## src/rtl/core/tagu_pkg.sv

```systemverilog
`timescale 1ns / 1ps
// shared types, constants and helpers of the tiled 3d address generator
package tagu_pkg;

	localparam int MAX_EXTENT        = 1024;
	localparam int MAX_ELEMENT_BYTES = 16;

	localparam int CNT_W  = 11;
	localparam int EB_W   = 5;
	localparam int CRD_W  = 10;
	localparam int IDX_W  = 30;
	localparam int OFS_W  = 34;
	localparam int CIDX_W = 3;

	typedef enum logic [2:0] {
		ST_OK         = 3'd0,
		ST_CHUNK_ZERO = 3'd1,
		ST_EXT_SMALL  = 3'd2,
		ST_ELEM_ZERO  = 3'd3,
		ST_DONE       = 3'd4
	} status_t;

	typedef enum logic [CIDX_W-1:0] {
		CFG_X_EXTENT     = 3'd0,
		CFG_X_CHUNK      = 3'd1,
		CFG_Y_EXTENT     = 3'd2,
		CFG_Y_CHUNK      = 3'd3,
		CFG_Z_EXTENT     = 3'd4,
		CFG_Z_CHUNK      = 3'd5,
		CFG_ELEMENT_BYTES = 3'd6
	} cfg_idx_t;

	typedef struct packed {
		logic accept;
		logic restart;
		logic mul1;
		logic mul2;
		logic sum;
		logic load;
	} tagu_cmd_t;

	function automatic logic [CNT_W-1:0] clamp_ext(input logic [CNT_W-1:0] v);
		return (v > CNT_W'(MAX_EXTENT)) ? CNT_W'(MAX_EXTENT) : v;
	endfunction

	function automatic logic [EB_W-1:0] clamp_eb(input logic [EB_W-1:0] v);
		return (v > EB_W'(MAX_ELEMENT_BYTES)) ? EB_W'(MAX_ELEMENT_BYTES) : v;
	endfunction

endpackage

```

## src/rtl/core/tagu_ctrl.sv

```systemverilog
`timescale 1ns / 1ps
// sequencer: accepts one item, walks it through the datapath, owns output valid
module tagu_ctrl
	import tagu_pkg::*;
(
	input  logic      clk,
	input  logic      arst_n,
	input  logic      in_valid,
	output logic      in_ready,
	input  logic      restart,
	output logic      out_valid,
	input  logic      out_ready,
	output tagu_cmd_t cmd
);

	typedef enum logic [2:0] {
		IDLE,
		MUL1,
		MUL2,
		SUM,
		LOAD
	} state_t;

	state_t state_q;
	logic   out_valid_q;

	assign in_ready  = (state_q == IDLE);
	assign out_valid = out_valid_q;

	always_comb begin
		cmd         = '0;
		cmd.accept  = (state_q == IDLE) && in_valid;
		cmd.restart = restart;
		cmd.mul1    = (state_q == MUL1);
		cmd.mul2    = (state_q == MUL2);
		cmd.sum     = (state_q == SUM);
		// output register frees up in the same cycle it is taken
		cmd.load    = (state_q == LOAD) && (!out_valid_q || out_ready);
	end

	always_ff @(posedge clk or negedge arst_n) begin
		if (!arst_n) begin
			state_q     <= IDLE;
			out_valid_q <= 1'b0;
		end else begin
			unique case (state_q)
				IDLE: begin
					if (in_valid) state_q <= MUL1;
				end
				MUL1: state_q <= MUL2;
				MUL2: state_q <= SUM;
				SUM:  state_q <= LOAD;
				LOAD: begin
					if (!out_valid_q || out_ready) state_q <= IDLE;
				end
				default: state_q <= IDLE;
			endcase

			if (cmd.load) out_valid_q <= 1'b1;
			else if (out_ready) out_valid_q <= 1'b0;
		end
	end

endmodule

```

## src/rtl/core/tagu_datapath.sv

```systemverilog
`timescale 1ns / 1ps
// config registers, traversal counters, index arithmetic and output register
module tagu_datapath
	import tagu_pkg::*;
(
	input  logic              clk,
	input  logic              arst_n,
	input  tagu_cmd_t         cmd,
	input  logic              cfg_valid,
	input  logic [CIDX_W-1:0] cfg_index,
	input  logic [CNT_W-1:0]  cfg_data,
	output logic [IDX_W-1:0]  element_index,
	output logic [OFS_W-1:0]  byte_offset,
	output logic              in_domain,
	output logic              last_element,
	output logic [2:0]        status
);

	// config, stored already clamped
	logic [CNT_W-1:0] xe_q, xc_q, ye_q, yc_q, ze_q, zc_q;
	logic [EB_W-1:0]  eb_q;

	// traversal state
	logic [CNT_W-1:0] org_x_q, org_y_q, org_z_q;
	logic [CNT_W-1:0] ofs_x_q, ofs_y_q, ofs_z_q;
	logic             done_q;

	// per-item pipeline
	logic [CRD_W-1:0]   x_s1, y_s1, z_s1;
	logic               inside_s1, last_s1;
	status_t            status_s1;
	logic [20:0]        yx_s2, zx_s2;
	logic [IDX_W-1:0]   zxy_s3;
	logic [20:0]        xy_s3;
	logic [IDX_W-1:0]   idx_s4;

	// output register
	logic [IDX_W-1:0] element_index_q;
	logic [OFS_W-1:0] byte_offset_q;
	logic             in_domain_q, last_q;
	status_t          status_q;

	// effective state after an optional restart
	logic [CNT_W-1:0] e_ox, e_oy, e_oz, e_fx, e_fy, e_fz;
	logic             e_done;
	status_t          st_c;
	logic [CNT_W:0]   x_c, y_c, z_c;
	logic             inside_c;
	logic             wz, wy, wx, woz, woy, wox;
	logic [CNT_W:0]   nfz, nfy, nfx, noz, noy, nox;
	logic [34:0]      ofs_prod;
	logic [31:0]      zxy_prod;

	always_comb begin
		e_ox   = cmd.restart ? '0 : org_x_q;
		e_oy   = cmd.restart ? '0 : org_y_q;
		e_oz   = cmd.restart ? '0 : org_z_q;
		e_fx   = cmd.restart ? '0 : ofs_x_q;
		e_fy   = cmd.restart ? '0 : ofs_y_q;
		e_fz   = cmd.restart ? '0 : ofs_z_q;
		e_done = cmd.restart ? 1'b0 : done_q;

		priority if (xc_q == '0 || yc_q == '0 || zc_q == '0) st_c = ST_CHUNK_ZERO;
		else if (xe_q < xc_q || ye_q < yc_q || ze_q < zc_q) st_c = ST_EXT_SMALL;
		else if (eb_q == '0) st_c = ST_ELEM_ZERO;
		else if (e_done) st_c = ST_DONE;
		else st_c = ST_OK;

		x_c = {1'b0, e_ox} + {1'b0, e_fx};
		y_c = {1'b0, e_oy} + {1'b0, e_fy};
		z_c = {1'b0, e_oz} + {1'b0, e_fz};
		inside_c = (x_c < {1'b0, xe_q}) && (y_c < {1'b0, ye_q}) && (z_c < {1'b0, ze_q});

		// wrap tests of all six counters in parallel, then chained by enables
		nfz = {1'b0, e_fz} + (CNT_W+1)'(1);
		nfy = {1'b0, e_fy} + (CNT_W+1)'(1);
		nfx = {1'b0, e_fx} + (CNT_W+1)'(1);
		noz = {1'b0, e_oz} + {1'b0, zc_q};
		noy = {1'b0, e_oy} + {1'b0, yc_q};
		nox = {1'b0, e_ox} + {1'b0, xc_q};
		wz  = nfz >= {1'b0, zc_q};
		wy  = nfy >= {1'b0, yc_q};
		wx  = nfx >= {1'b0, xc_q};
		woz = noz >= {1'b0, ze_q};
		woy = noy >= {1'b0, ye_q};
		wox = nox >= {1'b0, xe_q};

		zxy_prod = 32'(zx_s2) * 32'(ye_q);
		ofs_prod = {5'b0, idx_s4} * {30'b0, eb_q};
	end

	always_ff @(posedge clk or negedge arst_n) begin
		if (!arst_n) begin
			xe_q    <= CNT_W'(1);
			xc_q    <= CNT_W'(1);
			ye_q    <= CNT_W'(1);
			yc_q    <= CNT_W'(1);
			ze_q    <= CNT_W'(1);
			zc_q    <= CNT_W'(1);
			eb_q    <= EB_W'(1);
			org_x_q <= '0;
			org_y_q <= '0;
			org_z_q <= '0;
			ofs_x_q <= '0;
			ofs_y_q <= '0;
			ofs_z_q <= '0;
			done_q  <= 1'b0;
		end else begin
			if (cfg_valid) begin
				unique case (cfg_idx_t'(cfg_index))
					CFG_X_EXTENT:      xe_q <= clamp_ext(cfg_data);
					CFG_X_CHUNK:       xc_q <= clamp_ext(cfg_data);
					CFG_Y_EXTENT:      ye_q <= clamp_ext(cfg_data);
					CFG_Y_CHUNK:       yc_q <= clamp_ext(cfg_data);
					CFG_Z_EXTENT:      ze_q <= clamp_ext(cfg_data);
					CFG_Z_CHUNK:       zc_q <= clamp_ext(cfg_data);
					CFG_ELEMENT_BYTES: eb_q <= clamp_eb(cfg_data[EB_W-1:0]);
					default: ;
				endcase
			end

			if (cmd.accept) begin
				// start from the effective state; counters move only on a good item
				org_x_q <= e_ox;
				org_y_q <= e_oy;
				org_z_q <= e_oz;
				ofs_x_q <= e_fx;
				ofs_y_q <= e_fy;
				ofs_z_q <= e_fz;
				done_q  <= e_done;
				if (st_c == ST_OK) begin
					ofs_z_q <= wz ? '0 : nfz[CNT_W-1:0];
					if (wz) ofs_y_q <= wy ? '0 : nfy[CNT_W-1:0];
					if (wz && wy) ofs_x_q <= wx ? '0 : nfx[CNT_W-1:0];
					if (wz && wy && wx) org_z_q <= woz ? '0 : noz[CNT_W-1:0];
					if (wz && wy && wx && woz) org_y_q <= woy ? '0 : noy[CNT_W-1:0];
					if (wz && wy && wx && woz && woy) org_x_q <= wox ? '0 : nox[CNT_W-1:0];
					if (wz && wy && wx && woz && woy && wox) done_q <= 1'b1;
				end
			end
		end
	end

	always_ff @(posedge clk) begin
		if (cmd.accept) begin
			// coordinates below an extent of at most 1024 fit ten bits
			x_s1      <= (st_c == ST_OK && inside_c) ? x_c[CRD_W-1:0] : '0;
			y_s1      <= (st_c == ST_OK && inside_c) ? y_c[CRD_W-1:0] : '0;
			z_s1      <= (st_c == ST_OK && inside_c) ? z_c[CRD_W-1:0] : '0;
			inside_s1 <= (st_c == ST_OK) && inside_c;
			last_s1   <= (st_c == ST_OK) && wz && wy && wx && woz && woy && wox;
			status_s1 <= st_c;
		end
		if (cmd.mul1) begin
			yx_s2 <= 21'(y_s1) * 21'(xe_q);
			zx_s2 <= 21'(z_s1) * 21'(xe_q);
		end
		if (cmd.mul2) begin
			zxy_s3 <= zxy_prod[IDX_W-1:0];
			xy_s3  <= 21'(x_s1) + yx_s2;
		end
		if (cmd.sum) begin
			idx_s4 <= zxy_s3 + IDX_W'(xy_s3);
		end
		if (cmd.load) begin
			element_index_q <= idx_s4;
			byte_offset_q   <= ofs_prod[OFS_W-1:0];
			in_domain_q     <= inside_s1;
			last_q          <= last_s1;
			status_q        <= status_s1;
		end
	end

	assign element_index = element_index_q;
	assign byte_offset   = byte_offset_q;
	assign in_domain     = in_domain_q;
	assign last_element  = last_q;
	assign status        = status_q;

endmodule

```

## src/rtl/core/tiled_3d_address_generator_unit.sv

```systemverilog
`timescale 1ns / 1ps
// Tiled 3d address generator: each accepted item (restart or next) yields one result with the
// linear element index, byte offset, domain flag, last flag and status of the next element in
// chunked traversal order. An item passes through the IDLE (accept), MUL1, MUL2, SUM and LOAD
// states: the acceptance step steps the six counters and checks parameters, MUL1 forms y*xe
// and z*xe, MUL2 forms z*xe*ye and adds x to y*xe, SUM adds the terms, and LOAD multiplies by
// the element size into the output register. The sequencer handles one item at a time and
// takes no new item until the last one is loaded; a held result stalls the next load.
// Configuration writes are always ready and take effect at once; config registers reset to 1.
module tiled_3d_address_generator_unit
	import tagu_pkg::*;
(
	input  logic              clk,
	input  logic              arst_n,
	input  logic              in_valid,
	output logic              in_ready,
	input  logic              restart,
	output logic              out_valid,
	input  logic              out_ready,
	output logic [IDX_W-1:0]  element_index,
	output logic [OFS_W-1:0]  byte_offset,
	output logic              in_domain,
	output logic              last_element,
	output logic [2:0]        status,
	input  logic              cfg_valid,
	output logic              cfg_ready,
	input  logic [CIDX_W-1:0] cfg_index,
	input  logic [CNT_W-1:0]  cfg_data
);

	tagu_cmd_t cmd;

	assign cfg_ready = 1'b1;

	tagu_ctrl u_ctrl (
		.clk       (clk),
		.arst_n    (arst_n),
		.in_valid  (in_valid),
		.in_ready  (in_ready),
		.restart   (restart),
		.out_valid (out_valid),
		.out_ready (out_ready),
		.cmd       (cmd)
	);

	tagu_datapath u_dp (
		.clk           (clk),
		.arst_n        (arst_n),
		.cmd           (cmd),
		.cfg_valid     (cfg_valid),
		.cfg_index     (cfg_index),
		.cfg_data      (cfg_data),
		.element_index (element_index),
		.byte_offset   (byte_offset),
		.in_domain     (in_domain),
		.last_element  (last_element),
		.status        (status)
	);

endmodule

```

## config.mk

```make
export PLATFORM = sky130hd
export DESIGN_NAME = tiled_3d_address_generator_unit
export DESIGN_NICKNAME = d
export VERILOG_FILES = /design/src/rtl/core/tagu_pkg.sv /design/src/rtl/core/tagu_ctrl.sv /design/src/rtl/core/tagu_datapath.sv /design/src/rtl/core/tiled_3d_address_generator_unit.sv
export SDC_FILE = /design/constraint.sdc
export NUM_CORES = 2
export LEC_CHECK = 0
export BUFFER_PORTS_ARGS = -buffer_cell sky130_fd_sc_hd__buf_2
export CELL_PAD_IN_SITES_DETAIL_PLACEMENT = 1
export CELL_PAD_IN_SITES_GLOBAL_PLACEMENT = 2
export CORE_UTILIZATION = 30
export DETAILED_ROUTE_END_ITERATION = 10
export PLACE_DENSITY = 0.72
export SLEW_MARGIN = 20
export SYNTH_ARGS = -nofsm -noshare
export SYNTH_HDL_FRONTEND = slang
export SYNTH_SLANG_ARGS = --single-unit
export TNS_END_PERCENT = 20
```

## constraint.sdc

```tcl
create_clock -name clk -period 7.65 [get_ports clk]
set_input_delay 1.9125 -clock clk [delete_from_list [all_inputs] [get_ports clk]]
set_output_delay 1.9125 -clock clk [all_outputs]
set_load 0.05 [all_outputs]
```

# Word level (Yosys, flattened, before mapping)

Index checks and enable logic that the tools add are counted.

Add/subtract/negate cells: 11
Multiply operators: 4
$lt $le $gt $ge: 14
Eq/ne operators: 12
Mux-type cells: 37
Reduce and logical (&&, ||, !) cells: 38

Operators with widths:

| cell                                                             | number |
|---|---|
| 11-bit two-way mux                                               | 24 |
| 11-bit by 11-bit adder with 12-bit output                        | 6 |
| 12-bit by 11-bit greater-or-equal comparator with 1-bit output   | 6 |
| 10-bit by 11-bit multiplier with 21-bit output                   | 2 |
| 11-bit by 1-bit adder with 12-bit output (second input constant) | 3 |
| 12-bit by 11-bit less-than comparator with 1-bit output          | 3 |
| 30-bit by 5-bit multiplier with 34-bit output                    | 1 |
| 11-bit zero test                                                 | 3 |
| 11-bit less-than comparator                                      | 3 |
| 30-bit by 21-bit adder with 30-bit output                        | 1 |
| 21-bit by 11-bit multiplier with 30-bit output                   | 1 |
| 10-bit by 21-bit adder with 21-bit output                        | 1 |
| 3-bit two-way mux                                                | 6 |
| 1-bit logical AND                                                | 16 |
| 2-bit AND reduction                                              | 8 |
| 3-bit case mux with 5 select lines                               | 1 |
| 3-bit by 2-bit == test with 1-bit output (second input constant) | 4 |
| 3-bit == test (second input constant)                            | 4 |
| 11-bit > comparator (second input constant)                      | 1 |
| 3-bit zero test                                                  | 3 |
| 3-bit by 1-bit == test with 1-bit output (second input constant) | 2 |
| 5-bit > comparator (second input constant)                       | 1 |
| 5-bit zero test                                                  | 1 |
| 1-bit logical OR                                                 | 5 |
| 5 further kinds                                                  | 10 |

Flip-flop bits (word level): 369
Input bits: 20
Output and inout bits: 72
Word-level logic and storage cells: 148

# Longest topological paths before layout

Depth after elaboration: 12
Mapped depth: 28
Gate-level depth less buffers: 22

# Hierarchy

Synthesis repeated with hierarchy kept, for this count alone.

Cell total of the unflattened synthesis: 4107
Area total of the unflattened synthesis: 39412.8 um2

By module, submodules not included:

| module                          | instances | cells each | area an instance (um2) | sequential area each (um2) |
|---|---|---|---|---|
| tagu_datapath                   | 1         | 4086       | 39196.3                | 10278.6 |
| tagu_ctrl                       | 1         | 19         | 205.2                  | 100.1 |
| tiled_3d_address_generator_unit | 1         | 2          | 11.3                   | 0.0 |

# Worst setup path before layout

No wires, ideal clock.

Kind: input -> register
Start: input port restart
End: register u_dp.x_s1[2], data pin
Setup time: 0.152 ns
Arrival: 6.584 ns
Required time: 7.498 ns
Slack: 0.914 ns
Stages on the path: 27
Path buffers: 6
Path through: buf_6 -> clkbuf_1 -> buf_2 -> buf_1 -> clkbuf_1 -> nor2b_1 -> ha_1 -> fa_1 -> a21oi_1 -> nor2_1 -> nor2_1 -> o21bai_1 -> a21oi_1 -> o21bai_1 -> a21oi_1 -> o21bai_1 -> a21oi_1 -> xnor2_1 -> ha_1 -> a211oi_1 -> nand2_1 -> a31oi_1 -> o211ai_1 -> a41oi_1 -> o2111ai_2 -> buf_6 -> nor3b_2

Longest elaborated chain between the ends: 7
Elaborated cells on any way between the ends: 21
Those cells by class: 3 x add/sub; 3 x order compare; 11 x mux; 4 x reduce/logical

RTL lines:

| what                                                                                              | RTL line                              | RTL |
|---|---|---|
| start: declaration                                                                                | tiled_3d_address_generator_unit.sv:17 | `input logic restart,` |
| parallel branches: the longest is 7 deep, another holds 11-bit by 11-bit adder with 12-bit output | --                                    |  |
| end signal: assignment                                                                            | tagu_datapath.sv:147                  | `x_s1 <= (st_c == ST_OK && inside_c) ? x_c[CRD_W-1:0] : '0;` |
| end: declaration                                                                                  | tagu_datapath.sv:29                   | `logic [CRD_W-1:0] x_s1, y_s1, z_s1;` |

Parallel ways; which one is timed is not known.
A chain may end at the register's enable or synchronous reset.

# Worst setup path after layout

Same ends and word-level chain as after synthesis.

==> flow_summary_export.csv <==
group,metric,value,unit
power_and_ir_drop,intPower,0.008713,W
cts,clk_latency,0.65,ns
synth,syn_avg_cell_area,9.729,sq um
power_and_ir_drop,total_power,0.01629,W
cts,clock-sinks,369,
grt,overflow,0,
sta,slew_violations,0,
worst_setup_path,setup.worst_path.end_class,"flip-flop",
grt,grt_pass1_wl,172600,um
synth,ys_types,87,
power_and_ir_drop,p_per_area,375.8,mW/mm^2
drt,dr.pass1.iters,5,
cells_and_area,layout.nets,4933,
worst_setup_path,critPathKind,"in -> reg",
cts,htreeDepth,2,
power_and_ir_drop,cellLeakagePower,20.44,nW
grt,met1_usage,0.2222,
floorplan,coreArea,0.1296,sq mm
floorplan,num_io_pins,92,
worst_setup_path,start_kind,"primary input",
cts,cts.repair.resized,0,
power_and_ir_drop,switching_share,0.4651,
sta,slew_headroom,0.2812,
sta,finalClockSkew,0.03821,ns
synth,synth_top_flop_cell,"edfxtp_1",
synth,syn_nets,4895,
power_and_ir_drop,power_frac_seq,0.241,
drt,viasPerCell,4.783,
drt,wl_per_cell,18.56,um
cells_and_area,area_growth,10.45,%
sta,fin_crit_sh,0.8317,
grt,grt_use_met2,0.2849,
placed_design,place_hpwl,87490,um
grt,grt_pass1_vias,30290,
worst_setup_path,cp.required,8.10,ns
cells_and_area,multiInputGateArea,0.02620,sq mm
drt,postRouteAntennaNets,0,
sta,clock.fmax,0.1572,GHz
sta,tightest_slew,1.078,ns
cts,clkSlewWorstSetupHoldPaths,0.06,ns
cts,postCtsSetupRepairBufs,0,
cts,cts-hold-fix-buffers,0,
floorplan,die_y,363.7,um
worst_setup_path,critPathMaxFanout,42,
synth,synth_edf_count,227,
cells_and_area,register_area,0.01038,sq mm
cells_and_area,fill_cells,14880,
synth,synth_seq_area_share,0.2644,
sta,hold_viol_final,0,
worst_setup_path,path_cells,"buf_4 -> nor2b_1 -> ha_1 -> fa_1 -> a21oi_1 -> nor2_1 -> nor2_1 -> o21bai_1 -> a21oi_1 -> o21bai_1 -> a21oi_1 -> o21bai_1 -> a21oi_1 -> xnor2_1 -> ha_1 -> a211oi_1 -> nand2_1 -> a31oi_1 -> o211ai_1 -> a41oi_1 -> o2111ai_4 -> buf_4 -> nor3b_2",
worst_setup_path,crit_top_cell,"a21oi_1",
sta,setup_tns,0,ns
grt,antenna_found_initial,10,
sta,period_needed,6.363,ns
cells_and_area,drive_gt1_frac,0.07125,
cts,cts-root-buf,"clkbuf_16",
drt,drc_errors,0,
job,maxCapViolCount,0,
placed_design,place_congestion,0.8346,
worst_setup_path,slowest_stage,"fa_1",
power_and_ir_drop,p_sw,0.007576,W
floorplan,die-area,0.1323,sq mm
drt,vias,28010,
drt,drtIter0Drc,1237,
run_status,status,"finished, final reports clean",
power_and_ir_drop,pwr-share-comb,0.609,
synth,ys_ff_latch,369,
sta,rsz0062_at_grt,"no",
power_and_ir_drop,clockPowerShare,0.150,
cts,numCtsBuffers,49,
synth,ys_warn_count,0,
synth,synth-async-reset-ratio,0.3848,
placed_design,io_buffers,90,
grt,grt.busiest_layer,"met2",
sta,setup_violations,0,
floorplan,row_count,132,
floorplan,die_w,363.7,um
drt,wirelength,108700,um
synth,postSynthCellCount,4034,
worst_hold_path,hold_class,"reg -> reg",
worst_setup_path,arrival,6.81,ns
grt,grt_max_degree,70,
cts,cts_buffer_depth,3,
cts,cts_tree,"yes",
worst_setup_path,crit_path_max_incr_delay,0.46,ns
floorplan,floorplan.initialDensity,0.3027,
grt,grt_use_total,0.1666,
synth,syn_area,0.03925,sq mm
grt,grtUsageMet3,0.02167,
power_and_ir_drop,irDropWorstVdd,0.0002270,V
layer usage:
metal	part of all wire	wire length, um
met1	0.47	50630
met4	0.019	2090
met2	0.47	51600
met3	0.040	4339
met5	0.00012	13
cell type report:
cell class	instances	share of cell area
multi-input cells	2959	0.6043
flip-flops and latches	369	0.2394
well taps	1742	0.05028
inverters	560	0.04849
clock buffers	56	0.02984
repair buffers	133	0.01850
clock inverters	35	0.008976
diodes	3	0.0001732
cells in the final DEF, fill, tap and decap left out, drive strengths merged, types with 10 or more instances in the layout:
cell type | netlist | layout
nand3 | 56 | 56
a21boi | 10 | 10
xnor2 | 145 | 145
dfrtp | 135 | 135
fa | 400 | 400
nand2 | 477 | 477
nor2b | 90 | 90
xor2 | 53 | 53
o21a | 35 | 35
clkinv | 0 | 23
inv | 560 | 563
and3 | 20 | 20
a21o | 81 | 81
o31ai | 13 | 13
o41ai | 10 | 10
ha | 441 | 441
buf | 15 | 133
nor2 | 136 | 136
clkbuf | 131 | 56
o21ai | 188 | 188
a22o | 44 | 44
nor3 | 37 | 37
nand2b | 50 | 50
nor3b | 30 | 30
edfxtp | 227 | 227
o211ai | 13 | 13
a21oi | 144 | 144
or3 | 11 | 11
a211oi | 25 | 25
nor4 | 12 | 12
o21bai | 36 | 36
a31oi | 13 | 13
and2 | 302 | 302
cell families after synthesis:
logic type,Yosys count,share of synthesized area
multiplexers,7,0.002009
XOR/XNOR,198,0.04419
flip-flops,369,0.2645
buffers and inverters,706,0.06867
adder cells (fa/ha/maj),841,0.3446
AND/OR/NAND/NOR,1248,0.1631
other,1,0.00009555
AO/OA/AOI/OAI,664,0.1128
sequential cells by signal, summed over array words and instances (netlist names), 21 cells and up:
signal              cells
u_dp.byte_offset       34
u_dp.element_index     30
u_dp.idx_s4            30
u_dp.zxy_s3            30
u_dp.xy_s3             21
u_dp.yx_s2             21
u_dp.zx_s2             21
critical path: cells and delay by family:
kind / cells / cell delay [ns]
buffers and inverters: 2 / 0.78
XOR/XNOR: 1 / 0.15
AO/OA/AOI/OAI: 12 / 2.18
AND/OR/NAND/NOR: 5 / 0.74
adder cells (fa/ha/maj): 3 / 1.01
final timing paths:
kind                                           from                          end  slack (ns)  cells after the start
setup / recovery                            restart   u_dp.x_s1[2]$_SDFFCE_PN0P_        1.29                     23
hold / removal               u_dp.last_s1$_DFFE_PP_  u_dp.last_element$_DFFE_PP_        0.43                      0
setup reg to reg           u_dp.ye_q[7]$_DFFE_PN0P_    u_dp.zxy_s3[29]$_DFFE_PN_        1.35                     20
hold reg to reg              u_dp.last_s1$_DFFE_PP_  u_dp.last_element$_DFFE_PP_        0.43                      0
max in group asynchronous                    arst_n     u_dp.xe_q[5]$_DFFE_PN0P_        5.20                      2
min in group asynchronous                    arst_n  u_dp.ofs_z_q[5]$_DFFE_PN0P_        1.20                      1
power by group through the flow:
stage / logic (W) / registers, W / clock network, W
2_1_floorplan: 0.00763 / 0.00367 / 0
3_3_place_gp: 0.00983 / 0.00398 / 0
3_5_place_dp: 0.0101 / 0.00398 / 0
4_1_cts: 0.0101 / 0.00395 / 0.00252
5_1_grt: 0.0114 / 0.00401 / 0.00258
6_report: 0.00992 / 0.00393 / 0.00244
stage by stage:
step | hold slack (ns) | instances | cell area [sq um] | util | worst slack [ns]
5_1_grt | 0.4394 | 5854 | 43340 | 0.3343 | 0.9364
4_1_cts | 0.4356 | 5853 | 43310 | 0.3341 | 1.298
3_5_place_dp | 0.4063 | 5762 | 41630 | 0.3211 | 0.6929
2_1_floorplan | 0.4003 | 4034 | 39250 | - | 0.9143
6_report | 0.4302 | 5857 | 43350 | 0.3344 | 1.287
3_3_place_gp | 0.4070 | 5762 | 41630 | 0.3211 | 0.8162
Yosys cell counts, drive strengths merged, types with 20 or more instances:
| cell | number | share of area |
|---|---|---|
| clkbuf | 131 | 0.013 |
| xnor2 | 145 | 0.032 |
| ha | 441 | 0.14 |
| nand2 | 477 | 0.046 |
| and2 | 302 | 0.048 |
| a211oi | 25 | 0.0049 |
| edfxtp | 227 | 0.17 |
| o21ai | 188 | 0.024 |
| dfrtp | 135 | 0.086 |
| a22o | 44 | 0.0098 |
| nor3 | 37 | 0.0050 |
| nor3b | 30 | 0.0093 |
| o21bai | 36 | 0.0069 |
| a21o | 81 | 0.015 |
| o21a | 35 | 0.0067 |
| and3 | 20 | 0.0032 |
| nand3 | 56 | 0.0073 |
| inv | 560 | 0.054 |
| nor2b | 90 | 0.015 |
| fa | 400 | 0.20 |
| a21oi | 144 | 0.019 |
| xor2 | 53 | 0.012 |
| nor2 | 136 | 0.013 |
| nand2b | 50 | 0.0080 |
Power figures use the tool's default switching activity.
